`config.mk`:
```
export PLATFORM = sky130hd
export DESIGN_NAME = lap_stopwatch_flat
export DESIGN_NICKNAME = d
export VERILOG_FILES = /design/src/hdl/ls_pkg.sv /design/src/hdl/ls_if.sv /design/src/hdl/lap_stopwatch.sv /design/src/hdl/ls_core.sv /design/src/flat_wrapper.sv
export SDC_FILE = /design/constraint.sdc
export NUM_CORES = 1
export LEC_CHECK = 0
export ABC_AREA = 1
export BUFFER_PORTS_ARGS = -buffer_cell sky130_fd_sc_hd__clkbuf_2
export CORE_MARGIN = 8
export CORE_UTILIZATION = 62
export CTS_CLUSTER_SIZE = 8
export DETAILED_ROUTE_END_ITERATION = 8
export GPL_TIMING_DRIVEN = 0
export PLACE_DENSITY = 0.85
export SLEW_MARGIN = 10
export SYNTH_ARGS = -nofsm -noshare
export SYNTH_HDL_FRONTEND = slang
export SYNTH_SLANG_ARGS = --single-unit
```
`constraint.sdc`:
```
create_clock -name clock -period 6.06 [get_ports clock]
set_input_delay 0.606 -clock clock [delete_from_list [all_inputs] [get_ports clock]]
set_output_delay 0.606 -clock clock [all_outputs]
set_load 0.02 [all_outputs]
```
`src/hdl/ls_pkg.sv`:
```
`default_nettype none
package ls_pkg;

   localparam int LAP_COUNT_WIDTH = 16;

   typedef enum logic [1:0] {
      MODE_TICK    = 2'd0,
      MODE_ADVANCE = 2'd1,
      MODE_LAP     = 2'd2
   } mode_type;

   typedef enum logic [1:0] {
      PH_IDLE  = 2'd0,
      PH_RUN   = 2'd1,
      PH_PAUSE = 2'd2
   } phase_type;

   typedef struct packed {
      logic [1:0]  mode;
      logic [31:0] now_ms;
   } req_type;

   typedef struct packed {
      logic [1:0]  phase_now;
      logic [31:0] elapsed_ms;
      logic        lap_event;
      logic [15:0] lap_number;
      logic [31:0] lap_split_ms;
      logic        lap_is_best;
      logic        lap_is_worst;
      logic        reset_alert;
   } rsp_type;

endpackage
`default_nettype wire

```
`src/hdl/ls_if.sv`:
```
`default_nettype none
interface ls_req_if;
   logic        valid;
   logic        ready;
   logic [1:0]  mode;
   logic [31:0] now_ms;

   modport source (output valid, output mode, output now_ms, input ready);
   modport sink (input valid, input mode, input now_ms, output ready);
endinterface

interface ls_rsp_if;
   logic        valid;
   logic        ready;
   logic [1:0]  phase_now;
   logic [31:0] elapsed_ms;
   logic        lap_event;
   logic [15:0] lap_number;
   logic [31:0] lap_split_ms;
   logic        lap_is_best;
   logic        lap_is_worst;
   logic        reset_alert;

   modport source (
      output valid, output phase_now, output elapsed_ms, output lap_event,
      output lap_number, output lap_split_ms, output lap_is_best,
      output lap_is_worst, output reset_alert, input ready
   );
   modport sink (
      input valid, input phase_now, input elapsed_ms, input lap_event,
      input lap_number, input lap_split_ms, input lap_is_best,
      input lap_is_worst, input reset_alert, output ready
   );
endinterface
`default_nettype wire

```
`src/hdl/lap_stopwatch.sv`:
```
// Stopwatch with lap timer, one command per item.
// req_chan carries mode (tick, advance phase, record lap) and now_ms, the
// free-running millisecond time. rsp_chan returns exactly one result per
// item: phase, displayed elapsed time, and lap split / number / best and
// worst flags when the item recorded a lap, plus an alert on the
// paused-to-idle reset.
// Both channels use valid/ready; an item moves when both are high.
// Path: an item is registered in the input register on entry, processed
// by the phase logic and lands in the result register once that register
// is free, that is empty or being taken by rsp_chan.
// Throughput: one item per cycle while rsp_chan does not stall, held by
// the update of the phase and lap state between the two registers.
// When rsp_chan stalls, the result register holds and one more item can
// wait in the input register; req_chan.ready drops only when both are full.
// Reset (synchronous, active high) empties both registers and puts the
// watch in idle with laps and records cleared.
`default_nettype none
module lap_stopwatch
   import ls_pkg::*;
(
   input wire logic clock,
   input wire logic reset,
   ls_req_if.sink   req_chan,
   ls_rsp_if.source rsp_chan
);

   logic    in_valid_ff, in_valid_in;
   req_type in_item_ff;
   logic    out_valid_ff, out_valid_in;
   rsp_type out_data_ff;
   rsp_type core_rsp;
   req_type req_item;

   logic out_free;
   logic step;
   logic req_fire;
   logic rsp_fire;

   assign req_item.mode   = req_chan.mode;
   assign req_item.now_ms = req_chan.now_ms;

   assign out_free = !out_valid_ff || rsp_chan.ready;
   assign step     = in_valid_ff && out_free;
   assign req_chan.ready = !in_valid_ff || out_free;
   assign req_fire = req_chan.valid && req_chan.ready;
   assign rsp_fire = out_valid_ff && rsp_chan.ready;

   always_comb begin
      in_valid_in = in_valid_ff;
      if (req_fire) begin
         in_valid_in = 1'b1;
      end else if (step) begin
         in_valid_in = 1'b0;
      end
      out_valid_in = out_valid_ff;
      if (step) begin
         out_valid_in = 1'b1;
      end else if (rsp_fire) begin
         out_valid_in = 1'b0;
      end
   end

   always_ff @(posedge clock) begin
      if (reset) begin
         in_valid_ff  <= 1'b0;
         out_valid_ff <= 1'b0;
      end else begin
         in_valid_ff  <= in_valid_in;
         out_valid_ff <= out_valid_in;
      end
   end

   always_ff @(posedge clock) begin
      if (req_fire) begin
         in_item_ff <= req_item;
      end
      if (step) begin
         out_data_ff <= core_rsp;
      end
   end

   ls_core u_core (
      .clock   (clock),
      .reset   (reset),
      .advance (step),
      .item    (in_item_ff),
      .result  (core_rsp)
   );

   assign rsp_chan.valid        = out_valid_ff;
   assign rsp_chan.phase_now    = out_data_ff.phase_now;
   assign rsp_chan.elapsed_ms   = out_data_ff.elapsed_ms;
   assign rsp_chan.lap_event    = out_data_ff.lap_event;
   assign rsp_chan.lap_number   = out_data_ff.lap_number;
   assign rsp_chan.lap_split_ms = out_data_ff.lap_split_ms;
   assign rsp_chan.lap_is_best  = out_data_ff.lap_is_best;
   assign rsp_chan.lap_is_worst = out_data_ff.lap_is_worst;
   assign rsp_chan.reset_alert  = out_data_ff.reset_alert;

endmodule
`default_nettype wire

```
`src/hdl/ls_core.sv`:
```
`default_nettype none
module ls_core
   import ls_pkg::*;
(
   input  wire logic    clock,
   input  wire logic    reset,
   input  wire logic    advance,
   input  wire req_type item,
   output rsp_type      result
);

   phase_type                  phase_ff, phase_in;
   logic [31:0]                start_ff, start_in;
   logic [31:0]                paused_ff, paused_in;
   logic [LAP_COUNT_WIDTH-1:0] laps_ff, laps_in;
   logic [31:0]                last_point_ff, last_point_in;
   logic                       any_lap_ff, any_lap_in;
   logic [31:0]                shortest_ff, shortest_in;
   logic [31:0]                longest_ff, longest_in;

   logic [31:0] point;
   logic [31:0] split;
   logic [31:0] laps_wide;
   logic        best;
   logic        worst;
   logic        do_lap;

   assign point = item.now_ms - start_ff;
   assign split = point - last_point_ff;
   assign best  = !any_lap_ff || (split < shortest_ff);
   assign worst = !any_lap_ff || (split > longest_ff);
   assign do_lap = (item.mode == MODE_LAP) && (phase_ff == PH_RUN);

   always_comb begin
      phase_in      = phase_ff;
      start_in      = start_ff;
      paused_in     = paused_ff;
      laps_in       = laps_ff;
      last_point_in = last_point_ff;
      any_lap_in    = any_lap_ff;
      shortest_in   = shortest_ff;
      longest_in    = longest_ff;
      result        = '0;

      if (item.mode == MODE_ADVANCE) begin
         unique case (phase_ff)
            PH_RUN: begin
               paused_in = point;
               phase_in  = PH_PAUSE;
            end
            PH_PAUSE: begin
               phase_in           = PH_IDLE;
               paused_in          = '0;
               laps_in            = '0;
               last_point_in      = '0;
               any_lap_in         = 1'b0;
               result.reset_alert = 1'b1;
            end
            default: begin
               // idle, and the unreachable fourth code, start the run
               start_in = item.now_ms;
               phase_in = PH_RUN;
            end
         endcase
      end else if (do_lap) begin
         last_point_in = point;
         laps_in       = laps_ff + 1'b1;
         any_lap_in    = 1'b1;
         if (best) begin
            shortest_in = split;
         end
         if (worst) begin
            longest_in = split;
         end
         result.lap_event    = 1'b1;
         result.lap_split_ms = split;
         result.lap_is_best  = best;
         result.lap_is_worst = worst;
      end

      laps_wide = 32'(laps_in);
      if (do_lap) begin
         result.lap_number = laps_wide[15:0];
      end

      result.phase_now = phase_in;
      unique case (phase_in)
         PH_RUN:   result.elapsed_ms = item.now_ms - start_in;
         PH_PAUSE: result.elapsed_ms = paused_in;
         default:  result.elapsed_ms = '0;
      endcase
   end

   always_ff @(posedge clock) begin
      if (reset) begin
         phase_ff      <= PH_IDLE;
         start_ff      <= '0;
         paused_ff     <= '0;
         laps_ff       <= '0;
         last_point_ff <= '0;
         any_lap_ff    <= 1'b0;
         shortest_ff   <= '0;
         longest_ff    <= '0;
      end else if (advance) begin
         phase_ff      <= phase_in;
         start_ff      <= start_in;
         paused_ff     <= paused_in;
         laps_ff       <= laps_in;
         last_point_ff <= last_point_in;
         any_lap_ff    <= any_lap_in;
         shortest_ff   <= shortest_in;
         longest_ff    <= longest_in;
      end
   end

endmodule
`default_nettype wire

```
`src/flat_wrapper.sv`:
```
// flat-port wrapper written by rule: the top's interface ports become plain ports
module lap_stopwatch_flat import ls_pkg::*;
  (clock, reset, req_chan_valid, req_chan_mode, req_chan_now_ms, req_chan_ready, rsp_chan_valid, rsp_chan_phase_now, rsp_chan_elapsed_ms, rsp_chan_lap_event, rsp_chan_lap_number, rsp_chan_lap_split_ms, rsp_chan_lap_is_best, rsp_chan_lap_is_worst, rsp_chan_reset_alert, rsp_chan_ready);
  ls_req_if req_chan_i ();
  ls_rsp_if rsp_chan_i ();
  input wire logic clock;
  input wire logic reset;
  input wire logic [$bits(req_chan_i.valid)-1:0] req_chan_valid;
  input wire logic [$bits(req_chan_i.mode)-1:0] req_chan_mode;
  input wire logic [$bits(req_chan_i.now_ms)-1:0] req_chan_now_ms;
  output wire logic [$bits(req_chan_i.ready)-1:0] req_chan_ready;
  output wire logic [$bits(rsp_chan_i.valid)-1:0] rsp_chan_valid;
  output wire logic [$bits(rsp_chan_i.phase_now)-1:0] rsp_chan_phase_now;
  output wire logic [$bits(rsp_chan_i.elapsed_ms)-1:0] rsp_chan_elapsed_ms;
  output wire logic [$bits(rsp_chan_i.lap_event)-1:0] rsp_chan_lap_event;
  output wire logic [$bits(rsp_chan_i.lap_number)-1:0] rsp_chan_lap_number;
  output wire logic [$bits(rsp_chan_i.lap_split_ms)-1:0] rsp_chan_lap_split_ms;
  output wire logic [$bits(rsp_chan_i.lap_is_best)-1:0] rsp_chan_lap_is_best;
  output wire logic [$bits(rsp_chan_i.lap_is_worst)-1:0] rsp_chan_lap_is_worst;
  output wire logic [$bits(rsp_chan_i.reset_alert)-1:0] rsp_chan_reset_alert;
  input wire logic [$bits(rsp_chan_i.ready)-1:0] rsp_chan_ready;
  assign req_chan_i.valid = req_chan_valid;
  assign req_chan_i.mode = req_chan_mode;
  assign req_chan_i.now_ms = req_chan_now_ms;
  assign req_chan_ready = req_chan_i.ready;
  assign rsp_chan_valid = rsp_chan_i.valid;
  assign rsp_chan_phase_now = rsp_chan_i.phase_now;
  assign rsp_chan_elapsed_ms = rsp_chan_i.elapsed_ms;
  assign rsp_chan_lap_event = rsp_chan_i.lap_event;
  assign rsp_chan_lap_number = rsp_chan_i.lap_number;
  assign rsp_chan_lap_split_ms = rsp_chan_i.lap_split_ms;
  assign rsp_chan_lap_is_best = rsp_chan_i.lap_is_best;
  assign rsp_chan_lap_is_worst = rsp_chan_i.lap_is_worst;
  assign rsp_chan_reset_alert = rsp_chan_i.reset_alert;
  assign rsp_chan_i.ready = rsp_chan_ready;
  lap_stopwatch u_core (.clock(clock), .reset(reset), .req_chan(req_chan_i), .rsp_chan(rsp_chan_i));
endmodule
```
==> flow_metrics.tcl, run 1 <==
set metrics [dict create \
    drive_above_1_share_pct 9.05 \
    ys_seq_elements 301 \
    outcome "complete, no violations" \
    drt_pass1_iterations 8 \
    yosysWarnings 0 \
    holdWs_ns 0.234 \
    grt.total_usage_pct 31.0 \
    gp_congestion 0.973 \
    worstSetupStartpointType "flip-flop" \
    fin_nets 3166 \
    peakVddDrop_mv 0.219 \
    initial_core_util_pct 62.6 \
    die_area_sq_mm 0.0376 \
    finalSetupViolations 0 \
    portBuffers 124 \
    endpoint_kind "flip-flop" \
    hp-class "primary input to flip-flop" \
    antenna_cells 0 \
    crit_path_max_fanout 10 \
    wl_mm 60.6 \
    r2r_slack_ns 0.31 \
    die_width_microns 194 \
    netlist_area_sq_mm 0.0196 \
    max_stage_delay_ns 0.46 \
    post-route-min-period_ns 5.75 \
    clock_path_buffers 3 \
    arrival_ns 6.18 \
    grt_pass1_vias 18500 \
    synth_nets 2990 \
    grt_pass1_wl_mm 94.4 \
    ys_seq_area_share_pct 36.9 \
    synthCells 2787 \
    num_rows 65 \
    io_pins 126 \
    avgSynthCellArea_sq_um 7.03 \
    dp_cells 3314 \
    drtAntennaViolNets 0 \
    skew_ns 0.0240 \
    async_reset_ff_share_pct 0 \
    viasPerCell 5.66 \
    leakagePower_nw 9.85 \
    wire_per_inst_microns 17.9 \
    cts_tree "done" \
    gr-total-overflow 0 \
    post-route-drc-count 0 \
    post-route-period-util_pct 94.9 \
    root_buffer "clkbuf_16" \
    synth_top_area_share_pct 18.5 \
    synth_top_cell_by_area "dfxtp_1" \
    drv_cap 0 \
    hold_buffers 0 \
    synthTopCellsByCount "nand2_1 (719), inv_1 (397), a21oi_1 (316)" \
    powerDensity_mw_per_mm2 287 \
    slew_headroom_pct 38.1 \
    worst_pin_slew_ns 0.929 \
    finalWorstSetupSlack_ns 0.311 \
    die_h_microns 194 \
    cpMaxStageDelayCell "edfxtp_1" \
    coreArea_sq_mm 0.0313 \
    num_vias 19200 \
    final_hold_viol_count 0 \
    critPathRequiredTime_ns 6.49 \
    finalInstanceArea_sq_mm 0.0223 \
    antenna_found_initial 1 \
    place_hpwl_mm 47.2 \
    maxSlewViolCount 0 \
    synth_edf_count 120 \
    grt_start_max_net_pins 55 \
    place_ws_ns 0.202 \
    fin_cells 3396 \
    path_clk_slew_ns 0.06 \
    cpMostUsedCell "nand2_1" \
    synth_most_common_cell "nand2_1" \
    synth_area_leaders "dfxtp_1 (18%), edfxtp_1 (18%), nand2_1 (14%)" \
    dominantRegCellSynth "dfxtp_1" \
    post-route-util_pct 71.1 \
    synth.distinct_cells 47 \
    post_dp_cell_area_sq_mm 0.0208 \
    fmax_mhz 174 \
    cts_sinks 301 \
    cts_buffers 43 \
    clk_latency_ns 0.55 \
    cts_max_level 2 \
    crit_type "flip-flop to flip-flop" \
    drt_iter0_drc 1656 \
    area_growth_pct 13.5 \
]
[routing by layer]
metal / track usage [%] / share of wire, % / vias up
li1: - / - / 9475
met1: 35.6 / 39 / 8758
met2: 55.8 / 49 / 816
met3: 4.03 / 6.5 / 179
met4: 15.9 / 5.4 / 0
met5: 0 / 0 / -
[final timing paths]
| kind | from | to | depth (start not counted) |
|---|---|---|---|
| hold / removal | req_chan_now_ms[29] | u_core.in_item_ff[29]$_DFFE_PP_ | 1 |
| hold reg to reg | u_core.u_core.last_point_ff[24]$_SDFFE_PP0P_ | u_core.u_core.last_point_ff[24]$_SDFFE_PP0P_ | 2 |
| setup reg to reg | u_core.in_item_ff[5]$_DFFE_PP_ | u_core.u_core.longest_ff[7]$_SDFFE_PP0P_ | 30 |
| setup / recovery | u_core.in_item_ff[5]$_DFFE_PP_ | u_core.u_core.longest_ff[7]$_SDFFE_PP0P_ | 30 |
[layout by cell type (no fill, tap or decap), types with 16 or more instances in the layout]
cell type and n:
or2_2 16, clkbuf_16 44, o21ai_0 202, clkbuf_1 86, nand4_1 26, clkbuf_2 124, ha_1 154, nor3_1 21
edfxtp_1 120, a21oi_1 307, dfxtp_1 181, inv_1 395, nor2_1 276, nand3_1 99, nand2_1 715
[layout make-up]
cell class              count  area [sq um]
multi-input cells        2000         10700
fillers                  2603          9060
flip-flops and latches    301          7230
inverters                 406          1520
clock buffers              74          1210
repair buffers            130           686
well taps                 402           503
plain buffers              81           387
clock inverters             2          25.0
[sequential cells by signal, summed over array words and instances (netlist names)]
| signal | count |
|---|---|
| u_core.u_core.phase_ff | 2 |
| u_core.u_core.any_lap_ff | 1 |
| u_core.rsp_chan.elapsed_ms | 32 |
| u_core.u_core.start_ff | 32 |
| u_core.rsp_chan.phase_now | 2 |
| u_core.in_item_ff | 34 |
| u_core.rsp_chan.lap_event | 1 |
| u_core.rsp_chan.lap_is_worst | 1 |
| u_core.rsp_chan.lap_is_best | 1 |
| u_core.u_core.last_point_ff | 32 |
| u_core.u_core.longest_ff | 32 |
| u_core.in_valid_ff | 1 |
| u_core.rsp_chan.valid | 1 |
| u_core.rsp_chan.lap_number | 16 |
| u_core.u_core.laps_ff | 16 |
| u_core.u_core.paused_ff | 32 |
| u_core.u_core.shortest_ff | 32 |
| u_core.rsp_chan.lap_split_ms | 32 |
| u_core.rsp_chan.reset_alert | 1 |
[cells by family after synthesis]
family          share of synthesized area [%]
flops                                    36.9
buf+inv                                  9.60
compound gates                           15.8
fa+ha+maj                                10.6
simple gates                             25.5
xor+xnor                                 1.51
[critical path, delay by kind of cell, from the launching register on]
kind | cells | cell delay [ns]
AO/OA/AOI/OAI | 6 | 1.21
adder cells (fa/ha/maj) | 3 | 1.06
buffers and inverters | 2 | 0.30
flip-flops | 1 | 0.46
AND/OR/NAND/NOR | 19 | 2.61
[where the power goes]
group          leakage (nW)  switching [W]  internal (W)
clock                 0.589       0.000907       0.00135
sequential             2.63      0.0000403       0.00219
combinational          6.64        0.00129      0.000628
[metrics by stage]
step | TNS, ns | total power (W)
6_report | 0 | 0.00639
5_1_grt | -0.0330 | 0.00671
4_1_cts | 0 | 0.00633
3_5_place_dp | 0 | 0.00409
3_3_place_gp | 0 | 0.00403
2_1_floorplan | 0 | 0.00357
[what timing repair did]
item,in CTS,in global routing
endpoints found under the setup margin,0,64
setup buffers,0,5
resized for setup,0,50
(Power assumes the default switching activity.)
==> run 2: changes to the inputs <==
--- a/config.mk
+++ b/config.mk
@@ -16,4 +16,5 @@
 export SLEW_MARGIN = 10
 export SYNTH_ARGS = -nofsm -noshare
 export SYNTH_HDL_FRONTEND = slang
+export SYNTH_HIERARCHICAL = 1
 export SYNTH_SLANG_ARGS = --single-unit
==> run 2 against run 1 <==
Non-clock buffer count shrank 3. Sequential share of layout area down 0.20 points. Setup slack gained 0.029 ns. Core utilization is 0.43 points higher. Highest routed layer unchanged.
==> flow_metrics.tcl, run 2 <==
set metrics [dict create \
    arrival_ns 6.22 \
    synth_top_cell_by_area "dfxtp_1" \
    fin_nets 3143 \
    endpoint_kind "flip-flop" \
    gr-total-overflow 0 \
    fmax_mhz 175 \
    hp-class "primary input to flip-flop" \
    hold_buffers 0 \
    post-route-drc-count 0 \
    worstSetupStartpoint "u_core/in_item_ff[3]$_DFFE_PP_" \
    clk_latency_ns 0.59 \
    cpMaxStageDelayCell "edfxtp_1" \
    reg2regPathDepth 33 \
    die_width_microns 194 \
    slew_headroom_pct 38.8 \
    cts_max_level 2 \
    min_to "u_core/in_item_ff[1]$_DFFE_PP_" \
    async_reset_ff_share_pct 0 \
    cts_sinks 301 \
    netlist_area_sq_mm 0.0196 \
    drtAntennaViolNets 0 \
    post-route-period-util_pct 94.4 \
    worst_pin_slew_ns 0.911 \
    yosysWarnings 6 \
    finalSetupViolations 0 \
    gp_congestion 0.977 \
    final_hold_viol_count 0 \
    powerDensity_mw_per_mm2 299 \
    ys_seq_area_share_pct 36.9 \
    synth_top_area_share_pct 18.5 \
    grt_pass1_wl_mm 96.9 \
    die_h_microns 194 \
    synthTopCellsByCount "nand2_1 (679), inv_1 (415), a21oi_1 (327)" \
    cts_buffers 44 \
    post-route-min-period_ns 5.72 \
    crit_type "flip-flop to flip-flop" \
    avgSynthCellArea_sq_um 7.08 \
    worstReg2RegEnd "u_core/u_core/shortest_ff[2]$_SDFFE_PP0P_" \
    finalWorstSetupSlack_ns 0.339 \
    ys_seq_elements 301 \
    dominantRegCellSynth "dfxtp_1" \
    synth_area_leaders "dfxtp_1 (19%), edfxtp_1 (18%), nand2_1 (13%)" \
    viasPerCell 5.66 \
    post-route-util_pct 71.5 \
    drv_cap 0 \
    synth_nets 2967 \
    largest_register_ffs 34 \
    critPathBufInv 4 \
    leakagePower_nw 9.63 \
    synth_edf_count 120 \
    r2r_slack_ns 0.34 \
    initial_core_util_pct 62.5 \
    synth.distinct_cells 50 \
    r2r_start "u_core/in_item_ff[3]$_DFFE_PP_" \
    place_ws_ns -0.109 \
    die_area_sq_mm 0.0375 \
    drt_iter0_drc 1461 \
    grt_pass1_vias 18500 \
    place_hpwl_mm 49.4 \
    coreArea_sq_mm 0.0313 \
    hold_start "req_chan_now_ms[1]" \
    peakVddDrop_mv 0.251 \
    fillers 2609 \
    drive_above_1_share_pct 9.39 \
    antenna_found_initial 1 \
    synth_most_common_cell "nand2_1" \
    max_stage_delay_ns 0.55 \
    cts_tree "done" \
    portBuffers 125 \
    io_pins 126 \
    worstSetupStartpointType "flip-flop" \
    path_clk_slew_ns 0.05 \
    outcome "complete, no violations" \
    maxSlewViolCount 0 \
    grt.total_usage_pct 32.4 \
    clock_path_buffers 3 \
    num_vias 19100 \
    grt_start_max_net_pins 35 \
    cpMostUsedCell "nand2_1" \
    holdPathStages 1 \
    crit_path_max_fanout 10 \
    wire_per_inst_microns 18.4 \
    drt_pass1_iterations 6 \
    num_rows 65 \
    wl_mm 62.3 \
    layout_common_cells "nand2_1 (671), inv_1 (414), a21oi_1 (320)" \
    area_growth_pct 14.3 \
    max_flop_register "u_core/in_item_ff" \
    root_buffer "clkbuf_16" \
    cp_top_family "simple AND/OR/NAND/NOR gates" \
    layout_commonest_cell "nand2_1" \
    critPathRequiredTime_ns 6.55 \
    synthCells 2764 \
    fin_tns_setup_ns 0 \
    skew_ns 0.0325 \
]
[run 2: cell count changes after synthesis, moves of 7 or more]
cell / change
nand2_1: -40
nor2_1: -29
o21ai_0: +24
inv_1: +18
nand4_1: -12
a21oi_1: +11
or2_2: -9
xnor2_1: -9
xor2_1: +9
nor3_1: -8
buf_1: -7
nand3b_1: +7
o21ai_1: +7
[run 2: cells by family after synthesis]
family / synth area share (%)
simple gates: 23.9
compound gates: 16.7
buf+inv: 9.81
flops: 36.9
fa+ha+maj: 10.7
xor+xnor: 1.93
[run 2: what timing repair did]
action	in CTS	in global routing
endpoints found under the setup margin	19	65
pin swaps	0	3
buffers inserted	0	2
gates resized for setup	3	52
[run 2: cell type report]
class / count / area (sq um) / share of cell area, %
Multi-Input combinational cell: 1963 / 10700 / 47.8
Sequential cell: 301 / 7230 / 32.3
Timing Repair Buffer: 130 / 716 / 3.20
Antenna cell: 1 / 2.50 / 0.0112
Clock inverter: 4 / 71.3 / 0.319
Buffer: 78 / 342 / 1.53
Clock buffer: 74 / 1240 / 5.56
Tap cell: 402 / 503 / 2.25
Inverter: 422 / 1590 / 7.08
[run 2: worst register-to-register path: cells and delay by family (launching register included)]
| kind | cells | cell delay (ns) |
|---|---|---|
| and+or+nand+nor | 21 | 2.48 |
| adders and majority gates | 3 | 1.19 |
| AOI/OAI and AO/OA | 5 | 0.77 |
| buffers and inverters | 4 | 0.68 |
| DFF | 1 | 0.55 |
[run 2: per-layer routing]
layer	global-route usage [%]	routed length [microns]
met3	5.40	4100
met1	35.6	23600
met4	24.3	4930
met5	0	0
met2	55.8	29600
[run 2: through the flow]
step | total power, W | hold WS, ns | area [sq um] | std cells
after floorplan | 0.00368 | 0.435 | 19600 | 2764
after global placement | 0.00423 | 0.445 | 20700 | 3291
after detailed placement | 0.00429 | 0.451 | 20800 | 3294
after CTS | 0.00662 | 0.169 | 22100 | 3372
after global routing | 0.00704 | 0.179 | 22400 | 3374
final | 0.00668 | 0.193 | 22400 | 3375
[run 2: how the worst max path moves through the flow]
stage | end | slack (ns) | depth (start not counted)
after global placement | u_core/u_core/shortest_ff[31]$_SDFFE_PP0P_ | -0.38 | 11
after detailed placement | u_core/u_core/shortest_ff[15]$_SDFFE_PP0P_ | -0.11 | 35
after global routing | u_core/u_core/longest_ff[3]$_SDFFE_PP0P_ | -0.03 | 39
final | u_core/u_core/shortest_ff[2]$_SDFFE_PP0P_ | 0.34 | 33
after floorplan | u_core/u_core/longest_ff[2]$_SDFFE_PP0P_ | 1.28 | 39
after CTS | u_core/u_core/shortest_ff[8]$_SDFFE_PP0P_ | 0.04 | 35
[run 2: report_power, final]
group	total, W	internal (W)	switching, W
Clock	0.00231	0.00140	0.000916
Combinational	0.00213	0.000688	0.00144
Sequential	0.00224	0.00219	0.0000486
Total	0.00668	0.00428	0.00241
